### config.mk
export PLATFORM = sky130hd
export DESIGN_NAME = seven_segment_digit_scan_top
export DESIGN_NICKNAME = d
export VERILOG_FILES = /design/src/hw/rtl/ssds_pkg.sv /design/src/hw/rtl/ssds_geom.sv /design/src/hw/rtl/ssds_scan.sv /design/src/hw/rtl/seven_segment_digit_scan_top.sv
export SDC_FILE = /design/constraint.sdc
export NUM_CORES = 1
export LEC_CHECK = 0
export ABC_AREA = 1
export BUFFER_PORTS_ARGS = -buffer_cell sky130_fd_sc_hd__buf_2
export CORE_MARGIN = 3
export CORE_UTILIZATION = 49
export DETAILED_ROUTE_END_ITERATION = 7
export HOLD_SLACK_MARGIN = 0.15
export PLACE_DENSITY = 0.71
export SKIP_CTS_REPAIR_TIMING = 1
export SLEW_MARGIN = 10
export SYNTH_ARGS = -nofsm -noshare
export SYNTH_HDL_FRONTEND = slang
export SYNTH_SLANG_ARGS = --single-unit
### constraint.sdc
create_clock -name clk -period 5.15 [get_ports clk]
set_input_delay 0.7725 -clock clk [delete_from_list [all_inputs] [get_ports clk]]
set_output_delay 0.7725 -clock clk [all_outputs]
set_load 0.005 [all_outputs]
### src/hw/rtl/ssds_pkg.sv
// ----------------------------------------------------------------------------
// Seven-segment digit scan: shared package
// Field widths, the default box side limit and the types passed between stages.
// ----------------------------------------------------------------------------
`default_nettype none

package ssds_pkg;

    // Widths of the item fields
    localparam int DIM_W   = 10;
    localparam int LEFT_W  = 9;
    localparam int DIGIT_W = 4;

    // Largest box side handled; larger sides are clamped to it
    localparam int MAX_SIDE_DEF = 512;

    // Per-pixel flags held in the geometry register
    typedef struct packed {
        logic valid;
        logic pixel_on;
        logic last;
        logic w_zero;
        logic tall;
    } stage_ctl_t;

    // Classification of one box
    typedef struct packed {
        logic               recognised;
        logic [DIGIT_W-1:0] digit;
    } verdict_t;

endpackage

`default_nettype wire

### src/hw/rtl/ssds_geom.sv
// ----------------------------------------------------------------------------
// Seven-segment digit scan: input register and box geometry
// Clamps the box sides, derives half width, thirds of the height and the
// tall-box test, and holds them with the pixel in the first stage register.
// ----------------------------------------------------------------------------
`default_nettype none

module ssds_geom #(
    parameter int MAX_SIDE = ssds_pkg::MAX_SIDE_DEF,
    localparam int SW = $clog2(MAX_SIDE + 1)
) (
    input  wire logic                       clk,
    input  wire logic                       rst_n,
    input  wire logic                       in_valid,
    output logic                            in_stall,
    input  wire logic                       pixel_on,
    input  wire logic [ssds_pkg::DIM_W-1:0] box_width,
    input  wire logic [ssds_pkg::DIM_W-1:0] box_height,
    input  wire logic [ssds_pkg::LEFT_W-1:0] box_left,
    input  wire logic                       last_pixel,
    input  wire logic                       take,
    output ssds_pkg::stage_ctl_t            ctl,
    output logic [SW-1:0]                   s_w,
    output logic [SW-1:0]                   s_h,
    output logic [SW-1:0]                   s_half,
    output logic [SW-1:0]                   s_two_half,
    output logic [SW-1:0]                   s_third,
    output logic [SW-1:0]                   s_two_third_rows,
    output logic [SW-1:0]                   s_three_third_rows,
    output logic [SW-1:0]                   s_lower_row,
    output logic [ssds_pkg::LEFT_W-1:0]     s_left
);

    localparam int CW = (SW > ssds_pkg::DIM_W) ? SW : ssds_pkg::DIM_W;
    localparam int S  = SW + 1;
    localparam int PW = SW + S;
    localparam logic [PW-1:0] K3 = PW'((2 ** S) / 3);

    ssds_pkg::stage_ctl_t ctl_reg, ctl_next;
    logic [SW-1:0] w_reg, h_reg, half_reg, two_half_reg, third_reg;
    logic [SW-1:0] two_third_rows_reg, three_third_rows_reg, lower_row_reg;
    logic [ssds_pkg::LEFT_W-1:0] left_reg;

    logic [SW-1:0]   w_c, h_c, q_est, r_est, third, rem3, half;
    logic [PW-1:0]   prod;
    logic [SW+1:0]   w3;
    logic            tall;
    logic            accept;

    assign in_stall = ctl_reg.valid && !take;
    assign accept   = in_valid && !in_stall;

    always_comb
    begin
        w_c = (CW'(box_width) > CW'(MAX_SIDE)) ? SW'(MAX_SIDE) : SW'(box_width);
        h_c = (CW'(box_height) > CW'(MAX_SIDE)) ? SW'(MAX_SIDE) : SW'(box_height);

        // h/3 by reciprocal; the estimate is at most one short
        prod  = PW'(h_c) * K3;
        q_est = prod[PW-1:S];
        r_est = h_c - (q_est + (q_est << 1));
        if (r_est >= SW'(3))
        begin
            third = q_est + SW'(1);
            rem3  = r_est - SW'(3);
        end
        else
        begin
            third = q_est;
            rem3  = r_est;
        end

        half = w_c >> 1;
        w3   = (SW+2)'(w_c) + ((SW+2)'(w_c) << 1);
        // h/w > 2 is the same as h >= 3w for a non-zero width
        tall = (w_c != '0) && ((SW+2)'(h_c) >= w3);
    end

    always_comb
    begin
        ctl_next = ctl_reg;
        if (accept)
        begin
            ctl_next.valid    = 1'b1;
            ctl_next.pixel_on = pixel_on;
            ctl_next.last     = last_pixel;
            ctl_next.w_zero   = (w_c == '0);
            ctl_next.tall     = tall;
        end
        else if (take)
        begin
            ctl_next.valid = 1'b0;
        end
    end

    always_ff @(posedge clk or negedge rst_n)
    begin
        if (!rst_n)
        begin
            ctl_reg <= '0;
        end
        else
        begin
            ctl_reg <= ctl_next;
        end
    end

    always_ff @(posedge clk)
    begin
        if (accept)
        begin
            w_reg                <= w_c;
            h_reg                <= h_c;
            half_reg             <= half;
            two_half_reg         <= half << 1;
            third_reg            <= third;
            two_third_rows_reg   <= third << 1;
            three_third_rows_reg <= h_c - rem3;
            // 2h/3 is twice h/3, plus one when h leaves remainder two
            lower_row_reg        <= (third << 1) + ((rem3 == SW'(2)) ? SW'(1) : SW'(0));
            left_reg             <= box_left;
        end
    end

    assign ctl                = ctl_reg;
    assign s_w                = w_reg;
    assign s_h                = h_reg;
    assign s_half             = half_reg;
    assign s_two_half         = two_half_reg;
    assign s_third            = third_reg;
    assign s_two_third_rows   = two_third_rows_reg;
    assign s_three_third_rows = three_third_rows_reg;
    assign s_lower_row        = lower_row_reg;
    assign s_left             = left_reg;

endmodule

`default_nettype wire

### src/hw/rtl/ssds_scan.sv
// ----------------------------------------------------------------------------
// Seven-segment digit scan: position tracking, hit groups and result register
// Follows the raster position inside the box, collects the centre-column and
// row hits, and classifies the box into the result register on its last pixel.
// ----------------------------------------------------------------------------
`default_nettype none

module ssds_scan #(
    parameter int MAX_SIDE = ssds_pkg::MAX_SIDE_DEF,
    localparam int SW = $clog2(MAX_SIDE + 1)
) (
    input  wire logic                         clk,
    input  wire logic                         rst_n,
    input  wire ssds_pkg::stage_ctl_t         ctl,
    input  wire logic [SW-1:0]                s_w,
    input  wire logic [SW-1:0]                s_h,
    input  wire logic [SW-1:0]                s_half,
    input  wire logic [SW-1:0]                s_two_half,
    input  wire logic [SW-1:0]                s_third,
    input  wire logic [SW-1:0]                s_two_third_rows,
    input  wire logic [SW-1:0]                s_three_third_rows,
    input  wire logic [SW-1:0]                s_lower_row,
    input  wire logic [ssds_pkg::LEFT_W-1:0]  s_left,
    output logic                              take,
    output logic                              out_valid,
    input  wire logic                         out_stall,
    output logic [ssds_pkg::DIGIT_W-1:0]      digit,
    output logic                              recognised,
    output logic [ssds_pkg::LEFT_W-1:0]       digit_left
);

    logic [SW-1:0] col_reg, col_next, row_reg, row_next;
    logic [2:0]    centre_reg, centre_next, centre_upd;
    logic [1:0]    upper_reg, upper_next, upper_upd;
    logic [1:0]    lower_reg, lower_next, lower_upd;
    logic [1:0]    hmask;
    logic          active;
    logic [SW-1:0] col_adv, row_adv;

    logic                          out_valid_reg, out_valid_next;
    logic [ssds_pkg::DIGIT_W-1:0]  digit_reg;
    logic                          recognised_reg;
    logic [ssds_pkg::LEFT_W-1:0]   left_reg;
    ssds_pkg::verdict_t            verdict;

    function automatic logic [1:0] ones3(input logic [2:0] v);
        ones3 = {1'b0, v[0]} + {1'b0, v[1]} + {1'b0, v[2]};
    endfunction

    function automatic ssds_pkg::verdict_t classify(
        input logic       w_zero,
        input logic       tall,
        input logic [2:0] c_hits,
        input logic [1:0] u_hits,
        input logic [1:0] l_hits
    );
        ssds_pkg::verdict_t v;
        logic [1:0] c, u, d;
        c = ones3(c_hits);
        u = ones3({1'b0, u_hits});
        d = ones3({1'b0, l_hits});
        v = '0;
        if (w_zero)
        begin
            v = '0;
        end
        else if (tall)
        begin
            v = '{recognised: 1'b1, digit: 4'd1};
        end
        else
        begin
            v.recognised = 1'b1;
            if (c == 2'd2 && u == 2'd2 && d == 2'd2)      v.digit = 4'd0;
            else if (c == 2'd1 && u == 2'd2 && d == 2'd1) v.digit = 4'd4;
            else if (c == 2'd3 && u == 2'd1 && d == 2'd2) v.digit = 4'd6;
            else if (c == 2'd1 && u == 2'd1 && d == 2'd1) v.digit = 4'd7;
            else if (c == 2'd3 && u == 2'd2 && d == 2'd2) v.digit = 4'd8;
            else if (c == 2'd3 && u == 2'd2 && d == 2'd1) v.digit = 4'd9;
            else if (c == 2'd3 && u == 2'd1 && d == 2'd1)
            begin
                // tell 2, 3 and 5 apart by which left half is lit
                case ({u_hits[0], l_hits[0]})
                    2'b00:   v.digit = 4'd3;
                    2'b01:   v.digit = 4'd2;
                    2'b10:   v.digit = 4'd5;
                    default: v = '0;
                endcase
            end
            else
            begin
                v = '0;
            end
        end
        classify = v;
    endfunction

    // A last pixel waits while the previous result is still held
    assign take = ctl.valid && (!ctl.last || !out_valid_reg || !out_stall);

    always_comb
    begin
        active = ctl.pixel_on && (row_reg < s_h) && !ctl.w_zero;

        if (col_reg < s_half)
            hmask = 2'b01;
        else if (col_reg < s_two_half)
            hmask = 2'b10;
        else
            hmask = 2'b00;

        centre_upd = centre_reg;
        upper_upd  = upper_reg;
        lower_upd  = lower_reg;
        if (active)
        begin
            if (col_reg == s_half && s_third != '0)
            begin
                if (row_reg < s_third)
                    centre_upd[0] = 1'b1;
                else if (row_reg < s_two_third_rows)
                    centre_upd[1] = 1'b1;
                else if (row_reg < s_three_third_rows)
                    centre_upd[2] = 1'b1;
            end
            if (row_reg == s_third)
                upper_upd = upper_reg | hmask;
            if (row_reg == s_lower_row)
                lower_upd = lower_reg | hmask;
        end

        // advance the raster position; the row stops at the box height
        if (ctl.w_zero || ((SW+1)'(col_reg) + (SW+1)'(1)) >= (SW+1)'(s_w))
        begin
            col_adv = '0;
            row_adv = (row_reg < s_h) ? row_reg + SW'(1) : row_reg;
        end
        else
        begin
            col_adv = col_reg + SW'(1);
            row_adv = row_reg;
        end

        verdict = classify(ctl.w_zero, ctl.tall, centre_upd, upper_upd, lower_upd);

        col_next    = col_reg;
        row_next    = row_reg;
        centre_next = centre_reg;
        upper_next  = upper_reg;
        lower_next  = lower_reg;
        if (take)
        begin
            if (ctl.last)
            begin
                col_next    = '0;
                row_next    = '0;
                centre_next = '0;
                upper_next  = '0;
                lower_next  = '0;
            end
            else
            begin
                col_next    = col_adv;
                row_next    = row_adv;
                centre_next = centre_upd;
                upper_next  = upper_upd;
                lower_next  = lower_upd;
            end
        end

        out_valid_next = (take && ctl.last) || (out_valid_reg && out_stall);
    end

    always_ff @(posedge clk or negedge rst_n)
    begin
        if (!rst_n)
        begin
            col_reg       <= '0;
            row_reg       <= '0;
            centre_reg    <= '0;
            upper_reg     <= '0;
            lower_reg     <= '0;
            out_valid_reg <= 1'b0;
        end
        else
        begin
            col_reg       <= col_next;
            row_reg       <= row_next;
            centre_reg    <= centre_next;
            upper_reg     <= upper_next;
            lower_reg     <= lower_next;
            out_valid_reg <= out_valid_next;
        end
    end

    always_ff @(posedge clk)
    begin
        if (take && ctl.last)
        begin
            digit_reg      <= verdict.digit;
            recognised_reg <= verdict.recognised;
            left_reg       <= s_left;
        end
    end

    assign out_valid  = out_valid_reg;
    assign digit      = digit_reg;
    assign recognised = recognised_reg;
    assign digit_left = left_reg;

    a_result_from_last: assert property (@(posedge clk) disable iff (!rst_n)
        $rose(out_valid_reg) |-> $past(take && ctl.last))
        else $error("result appeared without a last pixel");

    a_clear_after_last: assert property (@(posedge clk) disable iff (!rst_n)
        (take && ctl.last) |=> (col_reg == '0 && row_reg == '0 && centre_reg == '0
                                && upper_reg == '0 && lower_reg == '0))
        else $error("box state not cleared after last pixel");

    a_col_in_range: assert property (@(posedge clk) disable iff (!rst_n)
        col_reg < SW'(MAX_SIDE))
        else $error("column position beyond largest box side");

    a_unrecognised_zero: assert property (@(posedge clk) disable iff (!rst_n)
        (out_valid_reg && !recognised_reg) |-> (digit_reg == '0))
        else $error("unrecognised result carries a non-zero digit");

endmodule

`default_nettype wire

### src/hw/rtl/seven_segment_digit_scan_top.sv
// ----------------------------------------------------------------------------
// Seven-segment digit scan: top level
// Classifies one character box of binary pixels into a decimal digit.
// ----------------------------------------------------------------------------
// Pixels of a box enter in row-major order, one item per cycle, each carrying
// the box width, height and left edge; sides above MAX_SIDE are clamped. The
// first register stage holds the pixel with its box geometry (half width,
// thirds of the height from a constant reciprocal multiply); the second
// tracks the raster position and hit groups and, on the pixel flagged last,
// loads the digit, recognised flag and left edge into the result register.
// Throughput is one pixel per cycle when the input is not stalled. Input
// stalls only while a result is held by out_stall and the next box's last
// pixel is waiting in the first register.
`default_nettype none

module seven_segment_digit_scan_top #(
    parameter int MAX_SIDE = ssds_pkg::MAX_SIDE_DEF
) (
    input  wire logic                         clk,
    input  wire logic                         rst_n,
    input  wire logic                         in_valid,
    output logic                              in_stall,
    input  wire logic                         pixel_on,
    input  wire logic [ssds_pkg::DIM_W-1:0]   box_width,
    input  wire logic [ssds_pkg::DIM_W-1:0]   box_height,
    input  wire logic [ssds_pkg::LEFT_W-1:0]  box_left,
    input  wire logic                         last_pixel,
    output logic                              out_valid,
    input  wire logic                         out_stall,
    output logic [ssds_pkg::DIGIT_W-1:0]      digit,
    output logic                              recognised,
    output logic [ssds_pkg::LEFT_W-1:0]       digit_left
);

    localparam int SW = $clog2(MAX_SIDE + 1);

    ssds_pkg::stage_ctl_t        ctl;
    logic [SW-1:0]               s_w, s_h, s_half, s_two_half, s_third;
    logic [SW-1:0]               s_two_third_rows, s_three_third_rows, s_lower_row;
    logic [ssds_pkg::LEFT_W-1:0] s_left;
    logic                        take;

    ssds_geom #(
        .MAX_SIDE (MAX_SIDE)
    ) u_geom (
        .clk                (clk),
        .rst_n              (rst_n),
        .in_valid           (in_valid),
        .in_stall           (in_stall),
        .pixel_on           (pixel_on),
        .box_width          (box_width),
        .box_height         (box_height),
        .box_left           (box_left),
        .last_pixel         (last_pixel),
        .take               (take),
        .ctl                (ctl),
        .s_w                (s_w),
        .s_h                (s_h),
        .s_half             (s_half),
        .s_two_half         (s_two_half),
        .s_third            (s_third),
        .s_two_third_rows   (s_two_third_rows),
        .s_three_third_rows (s_three_third_rows),
        .s_lower_row        (s_lower_row),
        .s_left             (s_left)
    );

    ssds_scan #(
        .MAX_SIDE (MAX_SIDE)
    ) u_scan (
        .clk                (clk),
        .rst_n              (rst_n),
        .ctl                (ctl),
        .s_w                (s_w),
        .s_h                (s_h),
        .s_half             (s_half),
        .s_two_half         (s_two_half),
        .s_third            (s_third),
        .s_two_third_rows   (s_two_third_rows),
        .s_three_third_rows (s_three_third_rows),
        .s_lower_row        (s_lower_row),
        .s_left             (s_left),
        .take               (take),
        .out_valid          (out_valid),
        .out_stall          (out_stall),
        .digit              (digit),
        .recognised         (recognised),
        .digit_left         (digit_left)
    );

endmodule

`default_nettype wire

==> flow_metrics.py, run 1 <==
metrics = {
    "yosys": {
        "synth.avg_cell_area_um2": 8.286,
        "netlist_area_um2": 9049,
        "synth_warnings": 0,
        "synth_nets": 1311,
        "syn_inst": 1092,
        "ys.flop_type": "edfxtp_1",
        "synthDistinctLibCells": 48,
        "synth-edff-count": 64,
        "ys_ff_latch": 97,
        "synthArstFlopShare_pct": 34.02,
        "yosysSeqAreaShare_pct": 30.37,
    },
    "global_routing": {
        "groute.usage.overall_pct": 22.15,
        "grt_pass1_wl_mm": 36.14,
        "grt_overflow": 0,
        "antenna_found_initial": 0,
        "grt_pass1_vias": 7694,
        "grt_start_max_net_pins": 56,
    },
    "clocking": {
        "cts_buffers": 9,
        "cts_tree": "built",
        "htree_levels": 3,
        "clk_pin_slew_ns": 0.07,
        "root_buffer": "clkbuf_16",
        "worstSkewPairLatency_ns": 0.35,
        "cts_sinks": 97,
        "clockBufferDepth": 2,
    },
    "worst_hold_path": {
        "hold_path_class": "flip-flop to flip-flop",
    },
    "floorplanning": {
        "die_y_um": 141.9,
        "start_util_pct": 50.20,
        "row_count": 49,
        "die_area_um2": 20130,
        "io_pins": 51,
        "die_x_um": 141.9,
        "coreArea_um2": 18020,
    },
    "timing": {
        "finalMaxSlewViolations": 0,
        "setup_viol": 21,
        "max_freq_ghz": 0.1277,
        "fin_skew_ns": 0.009316,
        "timing.final.crit_share_pct": 152.1,
        "hold_viol_final": 0,
        "tightest_slew_ns": 0.7659,
        "relSlewSlack_pct": 48.94,
        "rsz0062_at_grt": "yes",
        "setup-tns-final_ns": -45.44,
        "setup_ws_ns": -2.681,
        "min_period_ns": 7.831,
    },
    "finish": {
        "finalNetCount": 1517,
        "layout-drive-gt1-share_pct": 27.09,
        "area_growth_pct": 30.82,
        "diodes": 0,
    },
    "worst_setup_path": {
        "cpMaxStageDelayCell": "fa_1",
        "crit_path_start_kind": "input port",
        "max_stage_delay_ns": 0.51,
        "worstPathRequired_ns": 5.26,
        "critPathMaxFanout": 5,
        "end_kind": "flip-flop",
        "worstPathArrival_ns": 7.94,
        "critPathMostFrequentCell": "inv_2",
        "worst-setup-path-type": "input port to flip-flop",
    },
    "place": {
        "hpwl_mm": 17.39,
        "gp_congestion": 0.8985,
        "placement.io_buffers": 50,
    },
    "route": {
        "wl_per_cell_um": 14.93,
        "wl_mm": 22.88,
        "ant_nets": 0,
        "first_iter_violations": 425,
        "vias_per_cell": 5.133,
        "first_pass_iters": 5,
        "drc": 0,
        "vias": 7864,
    },
    "status": {
        "violations": "setup timing",
        "status": "complete, but fails checks",
    },
    "job": {
        "maxCapViolCount": 0,
    },
}
-- layout by cell type (no fill, tap or decap), drive strengths merged, types with 5 or more instances in the layout --
master	netlist	final
fa	26	26
a21o	7	7
edfxtp	64	64
o21ai	36	36
nand4	20	20
ha	158	158
nor4	9	9
clkbuf	3	15
nand2	205	205
a31oi	8	8
buf	2	200
nor3	15	15
nor2	61	61
a211oi	5	5
o32ai	7	7
xor2	28	28
nand3	53	53
a21oi	59	59
o21bai	9	9
dfrtp	33	33
inv	247	248
xnor2	10	10
-- cells in the mapped netlist, drive strengths merged, types with 2 or more instances --
| cell type | n | area (µm²) |
|---|---|---|
| a21oi | 59 | 295.3 |
| nor4 | 9 | 56.30 |
| o21a | 3 | 22.52 |
| nand2 | 205 | 779.5 |
| a21o | 7 | 52.55 |
| nor3 | 15 | 75.07 |
| a211oi | 5 | 37.54 |
| a2111oi | 2 | 17.52 |
| a31oi | 8 | 50.05 |
| a21boi | 2 | 15.01 |
| o32ai | 7 | 61.31 |
| o31ai | 3 | 22.52 |
| xnor2 | 10 | 87.58 |
| inv | 247 | 927.1 |
| edfxtp | 64 | 1922 |
| o21ai | 36 | 183.9 |
| nand3b | 3 | 22.52 |
| fa | 26 | 520.5 |
| nand4 | 20 | 125.1 |
| xor2 | 28 | 252.8 |
| nand3 | 53 | 280.3 |
| o21bai | 9 | 67.56 |
| nor2 | 61 | 241.5 |
| clkbuf | 3 | 11.26 |
| buf | 2 | 16.26 |
| clkinv | 2 | 7.510 |
| dfrtp | 33 | 825.8 |
| ha | 158 | 1977 |
| o211ai | 2 | 15.01 |
-- logic make-up (layout without fill, tap and decap cells) --
group	after synthesis	in the layout	synth area share [%]
AND/OR/NAND/NOR	370	370	17.75
buffers and inverters	254	465	10.63
XOR/XNOR	38	38	3.761
AO/OA/AOI/OAI	149	149	9.887
adder cells (fa/ha/maj)	184	184	27.60
flip-flops	97	97	30.36
-- final cells by class --
cell class / count / area (µm²)
clock buffer: 15 / 300.3
inverter: 249 / 944.7
timing repair buffer: 200 / 1463
multi-input combinational: 741 / 6090
clock inverter: 1 / 6.256
sequential: 97 / 2748
tap: 229 / 286.5
fill: 1429 / 6187
-- metal layers --
| layer | vias up | global-route usage, % | routed length (µm) |
|---|---|---|---|
| li1 | 4011 | - | - |
| met2 | 128 | 39.74 | 12010 |
| met5 | - | 0 | 0 |
| met3 | 42 | 2.258 | 510 |
| met1 | 3683 | 28.05 | 9759 |
| met4 | 0 | 6.970 | 602 |
-- per-stage QoR --
| stage | area (µm²) | worst slack, ns | cells | hold WS [ns] | util, % |
|---|---|---|---|---|---|
| floorplan | 9285 | -2.720 | 1092 | 0.4003 | - |
| global placement | 10790 | -3.065 | 1497 | 0.4001 | 59.84 |
| detailed placement | 10790 | -3.250 | 1497 | 0.4072 | 59.84 |
| CTS | 11090 | -2.897 | 1513 | 0.4236 | 61.54 |
| global route | 11840 | -3.050 | 1532 | 0.4308 | 65.67 |
| finish | 11840 | -2.681 | 1532 | 0.4207 | 65.67 |
-- critical path, delay by kind of cell --
family | cells | cell delay (ns)
adders and majority gates | 8 | 2.94
buffers and inverters | 10 | 0.67
xor gates and xnor gates | 2 | 0.40
and+or+nand+nor | 24 | 2.76
AOI/OAI and AO/OA | 3 | 0.40
-- worst paths after layout --
path                                   start                      endpoint  slack, ns  depth (start not counted)
max                            box_height[0]  u_geom.s_three_third_rows[8]      -2.68                         47
min                         u_geom.s_left[7]          u_scan.digit_left[7]       0.42                          0
max reg2reg                u_scan.row_reg[5]             u_scan.recognised       1.18                         19
min reg2reg                 u_geom.s_left[7]          u_scan.digit_left[7]       0.42                          0
max in group asynchronous              rst_n          u_scan.centre_reg[0]       4.17                          1
min in group asynchronous              rst_n                 u_geom.ctl[2]       0.49                          1
Power of run 1 is not shown: default switching activity piles up to over one toggle a cycle in this logic, so the estimate is an artifact.
==> inputs of run 2 (changes only) <==
- CORE_UTILIZATION: 49 -> 60
- PLACE_DENSITY: 0.71 -> 0.84
==> run 2 against run 1 <==
Compared with the run above:
- the flow still finishes with violations (setup timing)
- non-clock buffer count increased by 1
- critical path depth decreased by 10
- worst setup slack got worse by 0.58 ns
- hold slack improved by 0.0027 ns
- sequential share of layout area increased by 0.24 points
- via count increased by 13%
- clock-buffer cell count decreased by 6
- first-iteration DRC count increased by 100%
- clock skew increased by 0.0068 ns
- wire length increased by 28%
- register-to-register slack got worse by 0.02 ns
- maximum frequency decreased by 6.8%
==> flow_metrics.py, run 2 (same netlist as run 1, synthesis figures left out) <==
metrics = {
    "status": {
        "violations": "setup timing",
        "status": "complete, but fails checks",
    },
    "place": {
        "gp_congestion": 0.9292,
        "placement.io_buffers": 50,
        "hpwl_mm": 18.12,
    },
    "worst_hold_path": {
        "hold_path_class": "flip-flop to flip-flop",
        "hp-start": "u_geom.s_left[6]",
    },
    "finish": {
        "diodes": 0,
        "finalNetCount": 1519,
        "layout-drive-gt1-share_pct": 26.36,
        "layout_commonest_cell": "inv_1",
        "area_growth_pct": 29.51,
        "mostFrequentLayoutCells": "inv_1, nand2_1, ha_1, buf_4, edfxtp_1",
        "utilization_pct": 80.02,
        "fill_cells": 793,
    },
    "clocking": {
        "clockBufferDepth": 2,
        "cts_buffers": 9,
        "root_buffer": "clkbuf_16",
        "htree_levels": 3,
        "cts_sinks": 97,
        "cts_tree": "built",
        "worstSkewPairLatency_ns": 0.36,
        "clk_pin_slew_ns": 0.07,
    },
    "worst_setup_path": {
        "critPathTopFamily": "adder cells",
        "regToRegStartpoint": "u_scan.row_reg[5]",
        "max_stage_delay_ns": 0.63,
        "critPathMostFrequentCell": "fa_1",
        "crit_start": "box_height[0]",
        "worstPathRequired_ns": 5.27,
        "crit_path_start_kind": "input port",
        "critical_path_buf_inv_count": 8,
        "worstPathArrival_ns": 8.52,
        "cpMaxStageDelayCell": "fa_1",
        "critPathMaxFanout": 5,
        "end_kind": "flip-flop",
        "worst-setup-path-type": "input port to flip-flop",
    },
    "timing": {
        "timing.final.crit_share_pct": 163.2,
        "tightest_slew_ns": 0.7727,
        "hold_viol_final": 0,
        "setup_ws_ns": -3.256,
        "min_period_ns": 8.406,
        "setup_viol": 21,
        "fin_skew_ns": 0.01613,
        "rsz0062_at_grt": "yes",
        "finalMaxSlewViolations": 0,
        "max_freq_ghz": 0.1190,
        "whs_ns": 0.4234,
        "relSlewSlack_pct": 48.49,
    },
    "floorplanning": {
        "die_x_um": 128.8,
        "die_y_um": 128.8,
        "coreArea_um2": 14640,
        "die_area_um2": 16590,
        "row_count": 44,
        "start_util_pct": 61.79,
        "io_pins": 51,
    },
    "route": {
        "vias_per_cell": 5.972,
        "ant_nets": 0,
        "first_iter_violations": 862,
        "drc": 0,
        "first_pass_iters": 6,
        "wl_mm": 29.18,
        "vias": 8893,
        "wl_per_cell_um": 19.59,
    },
    "global_routing": {
        "grt_pass1_wl_mm": 38.27,
        "groute.usage.overall_pct": 28.87,
        "antenna_found_initial": 0,
        "grt_overflow": 0,
        "grt_pass1_vias": 8359,
        "grt_start_max_net_pins": 55,
    },
    "job": {
        "maxCapViolCount": 0,
    },
}
run 2: cell types whose count changed in the layout (fill, tap and decap cells not counted), moves of 4 or more:
cell	delta
buf_6	-8
buf_4	+4
nor2_2	-4
xnor2_2	-4
buf_2	+4
nand2_1	+5
nand2_4	-4
run 2: per-layer routing:
| metal | global-route usage [%] | vias to the layer above | routed length, µm |
|---|---|---|---|
| met2 | 51.59 | 579 | 14380 |
| met4 | 17.11 | 0 | 2249 |
| met3 | 3.861 | 198 | 2004 |
| met5 | 0 | - | 0 |
| met1 | 32.76 | 4106 | 10540 |
| li1 | - | 4010 | - |
run 2: worst paths after layout:
path                                                     end  slack (ns)  cells after the start
worst max-delay path            u_geom.s_three_third_rows[8]       -3.26                     37
worst min-delay path                    u_scan.digit_left[6]        0.42                      0
worst max register to register             u_scan.recognised        1.16                     19
worst min register to register          u_scan.digit_left[6]        0.42                      0
max in group asynchronous                  u_scan.col_reg[4]        4.16                      1
min in group asynchronous                      u_geom.ctl[4]        0.49                      1
run 2: final cells by class:
cell class / instances / area [µm²] / share of cell area (%)
Tap cell: 184 / 230.2 / 1.965
Clock inverter: 7 / 92.59 / 0.7901
Timing Repair Buffer: 201 / 1438 / 12.27
Inverter: 249 / 939.7 / 8.018
Clock buffer: 9 / 225.2 / 1.922
Sequential cell: 97 / 2748 / 23.45
Multi-Input combinational cell: 742 / 6046 / 51.59
run 2: worst reg2reg max path, delay by kind of cell, from the launching register on:
| kind | cells | cell delay (ns) |
|---|---|---|
| adders and majority gates | 2 | 0.79 |
| buffers and inverters | 5 | 0.45 |
| DFF | 1 | 0.58 |
| AOI/OAI and AO/OA | 5 | 0.93 |
| and+or+nand+nor | 7 | 1.01 |
run 2: stage by stage:
stage               setup slack [ns]  area (µm²)  TNS [ns]  instances
floorplan                     -2.720        9285    -44.89       1092
global placement              -2.957       10700    -52.30       1448
detailed placement            -3.263       10700    -57.10       1448
CTS                           -3.053       11020    -51.33       1464
global route                  -3.493       11720    -58.74       1489
finish                        -3.256       11720    -53.96       1489
Power of run 2 is left out for the same reason.
